===== config.mk =====
export PLATFORM = sky130hd
export DESIGN_NAME = rep_ram
export DESIGN_NICKNAME = d
export VERILOG_FILES = /design/src/rep_ram.sv
export SDC_FILE = /design/constraint.sdc
export NUM_CORES = 1
export LEC_CHECK = 0
export BUFFER_PORTS_ARGS = -buffer_cell sky130_fd_sc_hd__buf_2
export CAP_MARGIN = 20
export CORE_ASPECT_RATIO = 1.75
export CORE_MARGIN = 4
export CORE_UTILIZATION = 40
export CTS_BUF_LIST = sky130_fd_sc_hd__clkbuf_4
export DETAILED_ROUTE_END_ITERATION = 16
export GPL_TIMING_DRIVEN = 0
export PLACE_DENSITY = 0.64
export SYNTH_ARGS = -nofsm -noshare
export SYNTH_HDL_FRONTEND = slang
export SYNTH_SLANG_ARGS = --single-unit

===== constraint.sdc =====
create_clock -name clk -period 4 [get_ports clk]
set_input_delay 0.8 -clock clk [delete_from_list [all_inputs] [get_ports clk]]
set_output_delay 0.8 -clock clk [all_outputs]
set_load 0.1 [all_outputs]

===== src/rep_ram.sv =====
module rep_ram #(
  parameter int Width = 32,
  parameter int Depth = 32
) (
  input  logic                     clk,
  input  logic                     we,
  input  logic [$clog2(Depth)-1:0] waddr,
  input  logic [Width-1:0]         wdata,
  input  logic [$clog2(Depth)-1:0] raddr,
  output logic [Width-1:0]         rdata
);

  logic [Width-1:0] mem [Depth];

  always_ff @(posedge clk) begin
    if (we) mem[waddr] <= wdata;
    rdata <= mem[raddr];
  end

endmodule


# After elaboration in Yosys (flattened, before gate mapping)
# Memories as Yosys holds them, arrays and structs flattened. A register that Yosys moved wholly into a read port is not among the register bits.
# Index checks and enable logic that the tools add are counted.
# word_totals
output_inout_bits	32
elab_cells	3
mem_bits_rw	1024
latch_bits	0
input_bits	44
romBits	0
n_memories	1
ff_bits	0
# mem_list
name	words	word_bits	read_ports	rd_clocked_by_memory_dff	wr	line	source
mem	32	32	1	1	1	13	logic [Width-1:0] mem [Depth];
# classes
div_mod_pow	0
order_cmp	0
n_mux	2
addsub	0
multipliers	0
eq_ne	0
n_reduce_logical	0
bitwise_logic	0
n_shift	0
# ops
op	n
1-bit 2-to-1 mux	2

# Logic depth before layout (Yosys ltp)
# depth
depth_word	2
ltp_mapped	8
ltp_nobuf	5

# Worst setup path after synthesis
# Ideal clock, no wire load.
# synth_path
path_type	input to register
start	in waddr[1]
end	mem mem[12][0] (enable)
path_buffers	1
cell_stages	3
slack_ns	0.766
t_required_ns	3.579
t_arrival_ns	2.813
cell_sequence	or3b_2 clkbuf_1 nor2_1
# synth_rtl
item	line	source
from (decl)	7	input logic [$clog2(Depth)-1:0] waddr,
to (decl)	13	
# Straight into the memory's write port.

# Worst setup path in the final report
# layout_path
start	reg rdata[7], read port of mem
end	out rdata[7]
# layout_rtl
item	line	source
from (decl)	10	output logic [Width-1:0] rdata
# No word-level cell between the ends.

==> results by group <==
Run status
  – Result of the run: completed

Timing
  – Worst Tran Pin Value: 1090 ps
  – Fmax: 390 MHz
  – Slew Limit Headroom: 26.9%
  – Post-route setup slack: 1440 ps
  – Final setup vio count: 0
  – Setup TNS: 0 ps
  – RSZ-0062 raised after global routing: false
  – Minimum clock period: 2560 ps
  – Slew Viols, Final: 0
  – Final Hold Fails: 0
  – Period Utilization, post-route: 64.1%
  – Clock skew: 55.9 ps

Synthesis
  – Post-Syn Area per Cell: 17.9 um^2
  – Asr flop ratio synth: 0%
  – Most frequent cell after synthesis: edfxtp_1
  – Cell taking the most area after synthesis: edfxtp_1
  – Largest cells by area after synthesis: edfxtp_1 76%, mux2i_1 13%, a22oi_1 1.8%
  – Synth Instances: 2260
  – Sequential-to-total area share from yosys stat: 77.5%
  – Warnings from Yosys: 0
  – Synth Register Bits: 1056
  – Synthesized net count: 2304
  – Commonest register cell after synthesis: edfxtp_1
  – Distinct cells, synth: 25
  – Number of flops mapped to enable cells by yosys: 1024
  – Post-Syn Area: 0.0405 mm^2
  – Most frequent cells after synthesis: 1024 x edfxtp_1, 512 x mux2i_1, 98 x nand2_1, 98 x nand3_1
  – Top cell type's share of synthesized area: 76.0%

Worst setup path
  – Crit path cell chain: buf_2
  – CP max stage cell: buf_2
  – CP Max Fanout: 1
  – Max incr delay on CP: 430 ps
  – Critical path capture point type: output port
  – R2r worst-path depth: 5
  – Top Family by Delay on Critical Path: buffers and inverters
  – Worst setup path category: reg2out
  – Worst Setup Start Kind: flip-flop
  – Req. time, crit path: 3200 ps
  – CP Buf/Inv Count: 1
  – CP Data Arrival Time: 1760 ps
  – Crit path depth: 1

Floorplanning
  – Die Width: 248 um
  – Total die area: 0.107 mm^2
  – Core Box Area: 0.101 mm^2
  – Initial Util: 40.3%
  – # IOs: 76
  – Row Count: 154
  – Die Height: 429 um

CTS
  – Clock transition at path regs: 80 ps
  – CTS root buf: clkbuf_4
  – Clk Latency, worst-skew pair: 1010 ps
  – Longest Clk Path Bufs: 3
  – Hold-fix buffers, CTS: 0
  – Post-CTS Resized: 0
  – CTS H-tree lvls: 4
  – Inserted Clock Buffers: 215
  – Setup Buffers After CTS: 0
  – CTS sink count: 1056
  – CTS tree: done

Pwr
  – Pwr Density: 472 mW/mm^2
  – Maximum vdd ir drop: 241 uV
  – Lkg Pwr: 16.2 nW

Route
  – DR vias/cell: 5.34
  – Via Count: 21.9k
  – Iter 0 DRT Violations: 1636
  – # DRC: 0
  – Total Wirelength: 101000 um
  – ANT nets after route: 0
  – Router iterations before antenna repair: 7
  – Routed WL per cell: 24.7 um

GRT
  – Total grt overflow: 0
  – Initial antenna violation count: 9
  – Gr usage total: 18.4%
  – Largest net degree at the start of global routing: 33
  – Vias in the first global route: 23.2k
  – First-pass GRT wire length: 146000 um

Placed design
  – IO buf count: 74
  – Pre-CTS setup slack: 730 ps
  – GP Congestion: 0.812
  – Placed Cells incl. Taps: 3692
  – DPL Wire Length: 67800 um

Layout
  – Nets: 2628
  – Non-filler cells, final: 4093
  – Area Growth Syn to Fin: 14.4%
  – Fraction of layout instances using a drive strength above 1: 19.5%

Hold path
  – Worst hold path stage count: 1
  – Hold crit path type: in2reg

Run
  – Max-cap violation count: 0
## layout make-up
class / count / area [um^2]
clock inverters: 107 / 679
repair buffers: 107 / 1070
flip-flops and latches: 1056 / 31400
well taps: 1326 / 1660
multi-input cells: 1077 / 8580
clock buffers: 286 / 2150
plain buffers: 127 / 753
fillers: 8527 / 54300
diodes: 7 / 17.5
## kinds of logic after synthesis
kind of cell | share of synthesized area [%]
AO/OA/AOI/OAI | 4.85
flip-flops | 77.5
buffers and inverters | 1.86
multiplexers | 12.7
AND/OR/NAND/NOR | 3.10
## power by group
part           switching (mW)  internal (mW)
logic                    1.15          0.397
registers              0.0399           12.3
clock network            4.04           3.94
total                    5.23           16.6
## metal layers
metal | GRT usage, % | wire [um]
met1 | 18.4 | 34000
met2 | 35.9 | 57100
met3 | 3.23 | 4960
met4 | 9.63 | 4850
met5 | 0 | 58
## state kept, by name (all words and copies together) (netlist names)
signal  cells
rdata      32
mem      1024
## cells in the final DEF (no fill, tap or decap), types with 3 or more instances in the layout
cell,count
buf_6,16
buf_16,7
bufinv_16,9
diode_2,7
clkbuf_1,46
clkinvlp_4,3
a22o_1,64
clkinv_1,75
buf_1,5
a22oi_1,96
buf_2,100
clkbuf_4,288
nand3_1,98
a31oi_1,32
nand2_1,98
nor3_1,32
buf_12,25
edfxtp_1,1024
nand3b_1,5
or3b_2,3
a21oi_1,96
mux2i_1,512
dfxtp_1,32
nor2_4,32
buf_4,33
clkinv_2,16
## metrics by stage
stage | util (%) | cell area [um^2] | power [mW] | hold WS (ps)
2_1_floorplan | - | 40500 | 13.5 | 553
3_3_place_gp | 42.3 | 42500 | 14.1 | 616
3_5_place_dp | 43.2 | 43400 | 14.1 | 606
4_1_cts | 46.0 | 46300 | 22.1 | 149
5_1_grt | 46.0 | 46300 | 22.6 | 234
6_report | 46.0 | 46300 | 21.9 | 293
## final timing paths
path	startpoint	slack, ps	end
setup / recovery	rdata[7]	1440	rdata[7]
hold reg to reg	mem[11][26]	620	rdata[26]
hold / removal	wdata[31]	290	mem[12][31]
setup reg to reg	mem[7][14]	2450	rdata[14]
Note: power is estimated with default switching activity, not from simulation.
