**config.mk**
```make
export PLATFORM = sky130hd
export DESIGN_NAME = rep_div
export DESIGN_NICKNAME = d
export VERILOG_FILES = /design/src/rep_pkg.sv /design/src/rep_div.sv
export SDC_FILE = /design/constraint.sdc
export NUM_CORES = 1
export LEC_CHECK = 0
export BUFFER_PORTS_ARGS = -buffer_cell sky130_fd_sc_hd__buf_4
export CAP_MARGIN = 20
export CORE_MARGIN = 3
export CORE_UTILIZATION = 61
export DETAILED_ROUTE_END_ITERATION = 8
export GPL_ROUTABILITY_DRIVEN = 1
export PLACE_DENSITY_LB_ADDON = 0.3
export RECOVER_POWER = 25
export SLEW_MARGIN = 20
export SYNTH_ARGS = -nofsm -noshare
export SYNTH_HDL_FRONTEND = slang
export SYNTH_SLANG_ARGS = --single-unit
```
**constraint.sdc**
```tcl
create_clock -name clk -period 7.4 [get_ports clk]
set_clock_uncertainty 0.2 [all_clocks]
set_input_delay 1.48 -clock clk [delete_from_list [all_inputs] [get_ports clk]]
set_output_delay 1.48 -clock clk [all_outputs]
set_load 0.05 [all_outputs]
```
**src/rep_pkg.sv**
```systemverilog
package rep_pkg;

  localparam int MaxRows = 4;
  localparam int MaxCols = 8;
  localparam int QOne = 65536;
  localparam int ThreshW = 31;
  localparam int RowsCfgW = 3;
  localparam int ColsCfgW = 4;
  localparam int CfgDataW = 31;
  localparam int CfgIdxW = 2;

  typedef enum logic [CfgIdxW-1:0] {
    REG_ZERO_THRESHOLD = 2'd0,
    REG_ROWS_IN_USE    = 2'd1,
    REG_COLS_IN_USE    = 2'd2,
    REG_UNUSED         = 2'd3
  } cfg_reg_t;

  typedef struct packed {
    logic signed [31:0] element_value;
    logic               last_element;
  } in_item_t;

  typedef struct packed {
    logic signed [31:0] result_value;
    logic [1:0]         result_row;
    logic [2:0]         result_col;
    logic               result_last;
  } out_item_t;

  // Divider handshake between sequencer and divider
  typedef struct packed {
    logic        go;
    logic signed [31:0] num;
    logic signed [31:0] den;
  } div_req_t;

  typedef struct packed {
    logic        done;
    logic signed [31:0] quo;
  } div_rsp_t;

  // Saturate a 64-bit signed value to 32 bits
  function automatic logic signed [31:0] sat32(input logic signed [63:0] v);
    logic signed [31:0] r;
    if (v > 64'sh7FFFFFFF) r = 32'sh7FFFFFFF;
    else if (v < -64'sh80000000) r = 32'sh80000000;
    else r = v[31:0];
    return r;
  endfunction

endpackage

```
**src/rep_div.sv**
```systemverilog
module rep_div import rep_pkg::*; (
  input  logic     clk,
  input  logic     rst,
  input  div_req_t req,
  output div_rsp_t rsp
);

  // Restoring divider, one quotient bit per cycle: |num|*2^16 / |den|
  logic [47:0] dividend;
  logic [32:0] rem;
  logic [31:0] dvs;
  logic        neg;
  logic [5:0]  cnt;
  logic        busy;
  logic [33:0] trial;
  logic signed [63:0] qs;
  logic        done_q;
  logic signed [31:0] quo_c;

  assign trial = {rem, dividend[47]} - {2'b00, dvs};

  always_ff @(posedge clk) begin
    if (rst) begin
      busy <= 1'b0;
      done_q <= 1'b0;
    end else begin
      done_q <= 1'b0;
      if (req.go) begin
        busy <= 1'b1;
        cnt <= 6'd48;
        rem <= '0;
        neg <= req.num[31] ^ req.den[31];
        dividend <= {(req.num[31] ? 32'(-req.num) : 32'(req.num)), 16'h0};
        dvs <= req.den[31] ? 32'(-req.den) : 32'(req.den);
      end else if (busy) begin
        if (!trial[33]) begin
          rem <= trial[32:0];
          dividend <= {dividend[46:0], 1'b1};
        end else begin
          rem <= {rem[31:0], dividend[47]};
          dividend <= {dividend[46:0], 1'b0};
        end
        cnt <= cnt - 6'd1;
        if (cnt == 6'd1) begin
          busy <= 1'b0;
          done_q <= 1'b1;
        end
      end
    end
  end

  always_comb begin
    qs = neg ? -$signed({16'h0, dividend}) : $signed({16'h0, dividend});
    quo_c = sat32(qs);
  end

  assign rsp = {done_q, quo_c};

endmodule

```
==> Word-level counts from Yosys, hierarchy flattened <==
Index checks and enable logic that the tools add are counted.
{ "word_totals": {"ff_bits": 122, "inputBits": 67, "output_inout_bits": 33, "wordCells": 39} }
{ "classes": {"add_sub_neg": 5, "n_lt_le_gt_ge": 2, "n_eq_ne": 1, "muxes": 15, "n_bitwise": 3, "reduce_logical": 4} }
{ "ops": {"columns": ["cell", "n"], "rows": [
  ["$mux W32", 3],
  ["$mux W48", 2],
  ["$mux W33", 2],
  ["$gt A64 B32 Y1 const B", 1],
  ["$lt A64 B32 Y1 const B", 1],
  ["$mux W64", 1],
  ["$neg A32 Y32", 2],
  ["$neg A48 Y64", 1],
  ["$sub A34 B32 Y34", 1],
  ["$mux W31", 1],
  ["$eq A6 B1 Y1 const B", 1],
  ["$mux W6", 1],
  ["$sub A6 B1 Y6 const B", 1],
  ["$mux W1", 5],
  ["$reduce_and A2 Y1", 2],
  ["$reduce_or A3 Y1", 1],
  ["$not A1 Y1", 2],
  ["$reduce_bool A2 Y1", 1],
  ["$xor A1 B1 Y1", 1]
]} }

==> Logic depth before layout (Yosys ltp) <==
Gate-level depths: netlist (run 1).
{ "depth": {"ltp_word": 5, "depth_mapped": 14, "ltp_nobuf": 12} }

==> Worst setup path after synthesis (run 1) <==
No wires, ideal clock.
{ "synth_path": {"path_kind": "input to register", "startpoint": "in req[64] (netlist name)", "endpoint": "reg cnt[0] (enable)", "setup_ns": 0.533, "t_arrival_ns": 5.761, "required_ns": 6.667, "setup_slack_ns": 0.906, "path_stages": 4, "path_buffers": 2, "path_cell_list": "clkbuf_1 -> clkbuf_1 -> nor2_1 -> nor2_1"} }
{ "synth_between": {"elab_chain_len": 2} }
{ "synth_lines": {"columns": ["element", "line", "source"], "rows": [
  ["start: declaration", "rep_div.sv:4", "input div_req_t req,"],
  ["$reduce_bool A2 Y1 (no source line)", null, null],
  ["$reduce_and A2 Y1 (no source line)", null, null],
  ["end signal: assignment", "rep_div.sv:43", "cnt <= cnt - 6'd1;"],
  ["end: declaration", "rep_div.sv:13", "logic [5:0] cnt;"]
]} }
Every way passes these cells.
A chain may end at the register's enable or synchronous reset.

==> Worst setup path in the final report (run 1) <==
{ "layout_path": {"startpoint": "in req[64] (netlist name)", "endpoint": "reg rem[31] (enable)"} }
{ "layout_between": {"elab_chain_len": 2} }
{ "layout_lines": {"columns": ["element", "line", "source"], "rows": [
  ["$reduce_bool A2 Y1 (no source line)", null, null],
  ["$reduce_and A2 Y1 (no source line)", null, null],
  ["end signal: assignment", "rep_div.sv:37", "rem <= trial[32:0];"],
  ["end signal: assignment", "rep_div.sv:40", "rem <= {rem[31:0], dividend[47]};"],
  ["end: declaration", "rep_div.sv:10", "logic [32:0] rem;"]
]} }
Every way passes these cells.

==> metrics.txt, run 1 <==
failing checks=max-capacitance violations, max-slew violations; post-DR vias/cell=6.15; YS warnings=0; # IOs=100; routed wire length=21.8 mm; GRT overflow=0; Clock Latency Late Sink=0.41 ns; required time of the critical path=7.10 ns; Cell Chain, Critical Path=clkbuf_1 > nor2_1 > nor2_4 > clkbuf_1; first drt pass iteration count=6; relative slew slack=-2.22; nature of the critical path startpoint=input port; CTS Buf Count=17; post-synthesis async set-or-reset flop share=0; WL/cell=16.5 um; DIE WIDTH=131 um; TritonCTS clock tree=built; # clock sinks=122; Cell Rows=45; pwr/cell area=221 nW/um^2; Hold Crit Start=busy$_SDFF_PP0_; DRT antenna net count=0; Crit Path Category=input port to flop; port bufs=99; syn avg cell area=9.05 um^2; vias in the first global route=7391; Arr. time, crit path=6.03 ns; Worst Setup SP=req[64]; min Tclk post-route=6.33 ns; worst slew pin tran=4.83 ns; Initial Util=0.626; maximum clock insertion buffer count=2; Worst path top cell family by delay=buffers and inverters; Hold Buf Count CTS=0; clock-pin slew on the worst setup and hold paths=0.06 ns; total track usage=0.258; cell repeated most along the worst path=clkbuf_1; die area=17100 um^2; DRC=0; fin crit share=0.856; first-pass GRT wire length=35.4 mm; register area share after synthesis=0.383; layout cells sized above 1=0.137; hold crit path type=flop to flop; iteration-0 DRC count of the detailed router=726; Die H=131 um; Resize count post-CTS=0; f_max=158 MHz; Syn-to-layout area delta=14.0%; Critical-path top delay cell=clkbuf_1; most frequent cell after synthesis=edfxtp_1; maximum vdd drop=0.000162 V; Final Util=0.713; Syn Inst Count=1051; largest net degree at the start of global routing=97; Net count, final=1228; Fin. Hold Viols=0; Netlist Area Pre-Place=9510 um^2; FILL cells=1226; core box area=15200 um^2; count of final setup violators=0; Post-synth top flop=edfxtp_1; worst-path maximum fanout=87; CTS Root Cell=clkbuf_16; Worst setup EP type=flop; Post-synth EDFFs=120; Slowest Stage Delay on Critical Path=3.36 ns; LEAKAGE=4.18 nW; FF+latch count, synth=122; Max-cap violations=1; flop2flop setup slack=2.71 ns; post-synth top area share=0.379; htree depth=4; top cells by area, synth=edfxtp_1, xor2_1, xnor2_1; initial antenna violation count=0; reg2reg start=busy$_SDFF_PP0_; syn_nets=1156; DP Wirelength=15.5 mm; Buf+Inv Stages, Crit Path=2; total number of vias=8138; unique cell type count in the Yosys netlist=77; status=finished, violations left; RSZ-0062 raised after global routing=false; Post-synth top cells=edfxtp_1, nor2_1, a21oi_1; cell taking the most area after synthesis=edfxtp_1; Post-CTS Setup Bufs=0; Max Slew Vio Count=88; Setup TNS Final=0 ns; # diodes=0; gp weighted congestion=0.954
==> worst register-to-register path: stages (launching register included) <==
cell and delay (ns):
dfxtp_1 0.33, nor2_1 0.07, nor2_4 0.12, clkbuf_1 3.36
==> per-stage QoR <==
| stage | hold slack (ns) | setup slack (ns) | std cells | cell area (um^2) | total power, mW |
|---|---|---|---|---|---|
| 3_5_place_dp | 0.276 | 1.59 | 1292 | 10300 | 1.61 |
| 5_1_grt | 0.302 | 0.622 | 1324 | 10800 | 2.53 |
| 4_1_cts | 0.284 | 1.14 | 1324 | 10900 | 2.40 |
| 2_1_floorplan | 0.266 | 0.906 | 1051 | 9510 | 1.43 |
| 3_3_place_gp | 0.274 | 1.70 | 1292 | 10300 | 1.59 |
| 6_report | 0.289 | 1.07 | 1324 | 10800 | 2.40 |
==> sequential cells by signal, indices dropped and copies added, names as in the netlist <==
signal / flops
dvs: 32
rem: 33
neg: 1
done_q: 1
dividend: 48
cnt: 6
busy: 1
==> report_power, final <==
group	switching, mW	internal [mW]
clock	0.303	0.488
combinational	0.430	0.282
sequential	0.0498	0.846
==> area by class of cell <==
type,count,area [um^2],area share
inverter,56,210,0.0194
tap,188,235,0.0217
sequential,122,3640,0.336
timing repair buffer,105,766,0.0706
clock inverter,15,134,0.0124
clock buffer,17,425,0.0392
multi-input combinational,821,5430,0.501
==> metal layers <==
layer / wire length (um) / global-route usage
met5: 0 / 0
met4: 414 / 0.0877
met3: 1280 / 0.0374
met2: 10700 / 0.436
met1: 9400 / 0.343
==> kinds of logic after synthesis <==
| logic type | Yosys count | synth area share |
|---|---|---|
| simple gates | 367 | 0.201 |
| buf+inv | 108 | 0.0474 |
| compound gates | 283 | 0.192 |
| flops | 122 | 0.383 |
| fa+ha+maj | 38 | 0.0508 |
| mux | 17 | 0.0183 |
| xor+xnor | 116 | 0.107 |
==> worst paths after layout <==
kind | to | cells after the start
worst max-delay path | rem[31]$_SDFFCE_PP0P_ | 4
worst min-delay path | done_q$_SDFF_PP0_ | 1
worst max register to register | rem[31]$_SDFFCE_PP0P_ | 3
worst min register to register | done_q$_SDFF_PP0_ | 1
==> placed cells by master (no fill, tap or decap), drive strengths merged, types with 11 or more instances in the layout <==
master and instances:
clkbuf 23, nand3 21, a211oi 17, nor2 104, or3 28, nor4 16
xor2 63, o31ai 27, inv 56, nor3 32, o21ai 84, clkinv 11
xnor2 53, nor2b 23, a21oi 69, mux2i 14, ha 37, nand2 68
edfxtp 120, buf 99, or4 20, o41ai 16
Power figures use the tool's default switching activity.
==> run 2: changes to the inputs <==
--- a/config.mk
+++ b/config.mk
@@ -7,6 +7,7 @@
 export LEC_CHECK = 0
 export BUFFER_PORTS_ARGS = -buffer_cell sky130_fd_sc_hd__buf_4
 export CAP_MARGIN = 20
+export CORE_ASPECT_RATIO = 0.5
 export CORE_MARGIN = 3
 export CORE_UTILIZATION = 61
 export DETAILED_ROUTE_END_ITERATION = 8
==> metrics.txt, run 2 (synthesis gave the netlist of run 1 again) <==
Post-CTS Setup Bufs=0; nature of the critical path startpoint=flop; # clock sinks=122; pwr/cell area=232 nW/um^2; CP Capture Point=rsp[11]; routed wire length=23.8 mm; # diodes=0; first drt pass iteration count=5; flop2flop setup slack=3.65 ns; Worst Setup SP=dividend[9]$_SDFFCE_PP0P_; Setup TNS Final=0 ns; Max Slew Vio Count=143; final worst slack=1.02 ns; vias in the first global route=8011; Net count, final=1229; f_max=157 MHz; DIE WIDTH=183 um; Clock Latency Late Sink=0.42 ns; Placed Cells=1303; reg2reg start=dividend[47]$_DFFE_PP_; Syn-to-layout area delta=15.0%; GRT overflow=0; Slowest Stage Delay on Critical Path=0.74 ns; CP Depth=10; DRT antenna net count=0; Die H=94.3 um; largest net degree at the start of global routing=70; Cell Chain, Critical Path=or4_4 > or4_1 > nor4_1 > mux2i_1 > o32ai_1 > nor4_1 > o2111ai_1 > and2_1 > o21ai_1 > buf_4; post-DR vias/cell=6.30; count of final setup violators=0; Initial Util=0.640; # IOs=100; Worst setup EP type=output port; LEAKAGE=4.22 nW; Cell Rows=31; clock-pin slew on the worst setup and hold paths=0.07 ns; required time of the critical path=5.72 ns; layout cells sized above 1=0.141; Post-Layout Inst Area=10900 um^2; total track usage=0.275; Fin. Hold Viols=0; fin crit share=0.862; biggest regs=dividend x48, rem x33, dvs x32; Buf+Inv Stages, Crit Path=1; number of flip-flops in the largest register=48; Biggest register=dividend; status=finished, violations left; DRC=0; first-pass GRT wire length=38.5 mm; gp weighted congestion=0.927; core box area=14900 um^2; Resize count post-CTS=0; Crit Path Category=flop to output port; commonest non-fill, non-tap cells in the layout=edfxtp_1, nor2_1, buf_4, a21oi_1, nand2_1; TritonCTS clock tree=built; Worst Reg-to-Reg Cells=12; failing checks=max-capacitance violations, max-slew violations; DP Wirelength=16.7 mm; WL/cell=17.8 um; min Tclk post-route=6.38 ns; htree depth=4; maximum vdd drop=0.000136 V; Hold Buf Count CTS=0; worst-path maximum fanout=30; iteration-0 DRC count of the detailed router=880; maximum clock insertion buffer count=2; CTS Buf Count=17; Worst path top cell family by delay=simple AND/OR/NAND/NOR gates; Hold Crit Start=busy$_SDFF_PP0_; Arr. time, crit path=4.70 ns; worst flop-to-flop path endpoint=rem[32]$_SDFFCE_PP0P_; hold crit path type=flop to flop; Critical-path top delay cell=or4_1; commonest non-fill, non-tap cell in the layout=edfxtp_1; port bufs=99; total number of vias=8410; RSZ-0062 raised after global routing=false; relative slew slack=-0.867; die area=17200 um^2; Max-cap violations=3; final std cells w/o fill=1335; CTS Root Cell=clkbuf_16; worst slack at placement=1.48 ns; initial antenna violation count=0; worst slew pin tran=2.80 ns; Placed Area=10300 um^2; cell repeated most along the worst path=nor4_1
==> run 2: how the worst min path moves through the flow <==
stage | endpoint | cells after the start
CTS | done_q$_SDFF_PP0_ | 1
finish | done_q$_SDFF_PP0_ | 1
global placement | done_q$_SDFF_PP0_ | 1
global route | done_q$_SDFF_PP0_ | 1
detailed placement | done_q$_SDFF_PP0_ | 1
floorplan | done_q$_SDFF_PP0_ | 1
==> run 2: report_power, final <==
part | switching [mW] | total [mW] | leakage [nW] | internal (mW)
registers | 0.0507 | 0.893 | 1.16 | 0.842
logic | 0.445 | 0.731 | 2.75 | 0.286
clock network | 0.341 | 0.912 | 0.305 | 0.570
total | 0.837 | 2.54 | 4.22 | 1.70
==> run 2: routing by layer <==
metal  track usage  part of all wire
met3        0.0472             0.066
met1         0.356              0.43
met5             0                 0
met4        0.0716             0.015
met2         0.481              0.49
==> run 2: cell type report <==
cell class,count,area [um^2]
repair buffers,106,777
clock buffers,17,425
clock inverters,15,214
multi-input cells,821,5420
inverters,56,210
well taps,198,248
fillers,1081,3920
flip-flops and latches,122,3640
==> run 2: worst reg2reg max path, cell delays in order (launching register included) <==
cell and delay, ns:
edfxtp_1 0.50, inv_1 0.20, ha_1 0.22, fa_1 0.22
nor2b_1 0.09, o31a_1 0.31, o2111a_1 0.27, o31ai_1 0.47
a31oi_1 0.19, o311ai_0 0.35, and3b_1 0.23, xnor2_1 0.12
nor2_1 0.05
==> run 2: per-stage QoR <==
stage / total power [mW] / utilization / hold WS (ns)
finish: 2.54 / 0.736 / 0.295
global route: 2.65 / 0.736 / 0.306
CTS: 2.53 / 0.738 / 0.291
detailed placement: 1.62 / 0.695 / 0.277
global placement: 1.59 / 0.695 / 0.273
floorplan: 1.43 / - / 0.266
==> run 3: changes to the inputs <==
--- a/config.mk
+++ b/config.mk
@@ -9,7 +9,7 @@
 export CAP_MARGIN = 20
 export CORE_ASPECT_RATIO = 0.5
 export CORE_MARGIN = 3
-export CORE_UTILIZATION = 61
+export CORE_UTILIZATION = 50
 export DETAILED_ROUTE_END_ITERATION = 8
 export GPL_ROUTABILITY_DRIVEN = 1
 export PLACE_DENSITY_LB_ADDON = 0.3
==> metrics.txt, run 3 (synthesis gave the netlist of run 1 again) <==
status=finished, violations left; failing checks=max-capacitance violations, max-slew violations; first-pass GRT wire length=39.0 mm; Clock Latency Late Sink=0.42 ns; Cell Chain, Critical Path=or4_4 > or4_1 > nor4_1 > mux2i_1 > o32ai_1 > nor4_1 > o2111ai_1 > and2_1 > o21ai_1 > buf_4; first drt pass iteration count=5; vias in the first global route=7731; DIE WIDTH=201 um; htree depth=4; commonest non-fill, non-tap cells in the layout=edfxtp_1, nor2_1, buf_4, a21oi_1, nand2_1; DRT antenna net count=0; TritonCTS clock tree=built; WL/cell=16.9 um; # IOs=100; Placed Area=10400 um^2; clock-pin slew on the worst setup and hold paths=0.07 ns; Post-Layout Inst Area=10900 um^2; Slowest Stage Delay on Critical Path=0.76 ns; Net count, final=1229; routed wire length=23.5 mm; CTS Buf Count=17; commonest non-fill, non-tap cell in the layout=edfxtp_1; total track usage=0.224; FILL cells=1582; Post-CTS Setup Bufs=0; final worst slack=0.978 ns; pwr/cell area=226 nW/um^2; Max Slew Vio Count=154; core box area=18000 um^2; Resize count post-CTS=0; Placed Cells=1357; port bufs=99; hold crit path type=flop to flop; CTS Root Cell=clkbuf_16; final std cells w/o fill=1389; layout cells sized above 1=0.139; required time of the critical path=5.72 ns; post-DR vias/cell=5.91; f_max=156 MHz; number of flip-flops in the largest register=48; RSZ-0062 raised after global routing=false; worst slack at placement=1.47 ns; gp weighted congestion=0.923; die area=20800 um^2; Max-cap violations=3; post-layout power=2.47 mW; Cell Rows=34; maximum vdd drop=0.000175 V; fin crit share=0.868; Hold Buf Count CTS=0; DRC=0; Biggest register=dividend; DP Wirelength=17.0 mm; Final Util=0.608; worst-path maximum fanout=30; Die H=104 um; Syn-to-layout area delta=15.1%; largest net degree at the start of global routing=79; iteration-0 DRC count of the detailed router=535; worst slew pin tran=3.08 ns; Crit Path Category=flop to output port; Worst Reg-to-Reg Cells=11; GRT overflow=0; cell repeated most along the worst path=nor4_1; worst hold slack=0.297 ns; total number of vias=8213; WHS Path Cells=1; # clock sinks=122; Setup TNS Final=0 ns; Fin. Hold Viols=0; LEAKAGE=4.19 nW; biggest regs=dividend x48, rem x33, dvs x32; min Tclk post-route=6.42 ns; relative slew slack=-1.05; initial antenna violation count=0; Arr. time, crit path=4.74 ns; Critical-path top delay cell=or4_1; Initial Util=0.528; nature of the critical path startpoint=flop; count of final setup violators=0; # diodes=0; flop2flop setup slack=3.61 ns; Worst setup EP type=output port; maximum clock insertion buffer count=2
## run 3: cell count changes in the layout (fill, tap and decap cells not counted)
| cell | previous run | this run |
|---|---|---|
| nor2_2 | 1 | 0 |
| clkinv_4 | 5 | 0 |
| bufinv_16 | 4 | 2 |
| buf_4 | 101 | 99 |
| clkbuf_1 | 5 | 7 |
| nor2_4 | 0 | 1 |
| clkinv_2 | 0 | 3 |
| inv_6 | 4 | 8 |
## run 3: path summary, 6_finish.rpt
check,start,endpoint
worst max-delay path,dividend[9]$_SDFFCE_PP0P_,rsp[16]
worst min-delay path,busy$_SDFF_PP0_,done_q$_SDFF_PP0_
worst max register to register,dividend[47]$_DFFE_PP_,rem[31]$_SDFFCE_PP0P_
worst min register to register,busy$_SDFF_PP0_,done_q$_SDFF_PP0_
## run 3: report_power, final
group / switching [mW] / internal [mW] / leakage, nW
clock: 0.355 / 0.503 / 0.286
sequential: 0.0502 / 0.842 / 1.16
combinational: 0.436 / 0.285 / 2.74
## run 3: per-layer routing
layer / vias up / wire (um) / global-route usage
met5: - / 0 / 0
met4: 0 / 210 / 0.0456
met3: 19 / 1620 / 0.0367
met2: 257 / 10600 / 0.357
met1: 3886 / 11100 / 0.323
li1: 4051 / - / -
## run 3: cell type report
class | count | area, um^2 | area share
clock inverters | 15 | 160 | 0.0146
well taps | 252 | 315 | 0.0288
multi-input cells | 821 | 5420 | 0.495
flip-flops and latches | 122 | 3640 | 0.333
inverters | 56 | 210 | 0.0192
clock buffers | 17 | 425 | 0.0389
repair buffers | 106 | 769 | 0.0703
## run 3: worst max-delay path: cells and delay by family (launching register included)
kind | cells | cell delay [ns]
flops | 1 | 0.46
mux | 1 | 0.24
buf+inv | 1 | 0.24
simple gates | 5 | 2.75
compound gates | 3 | 0.63
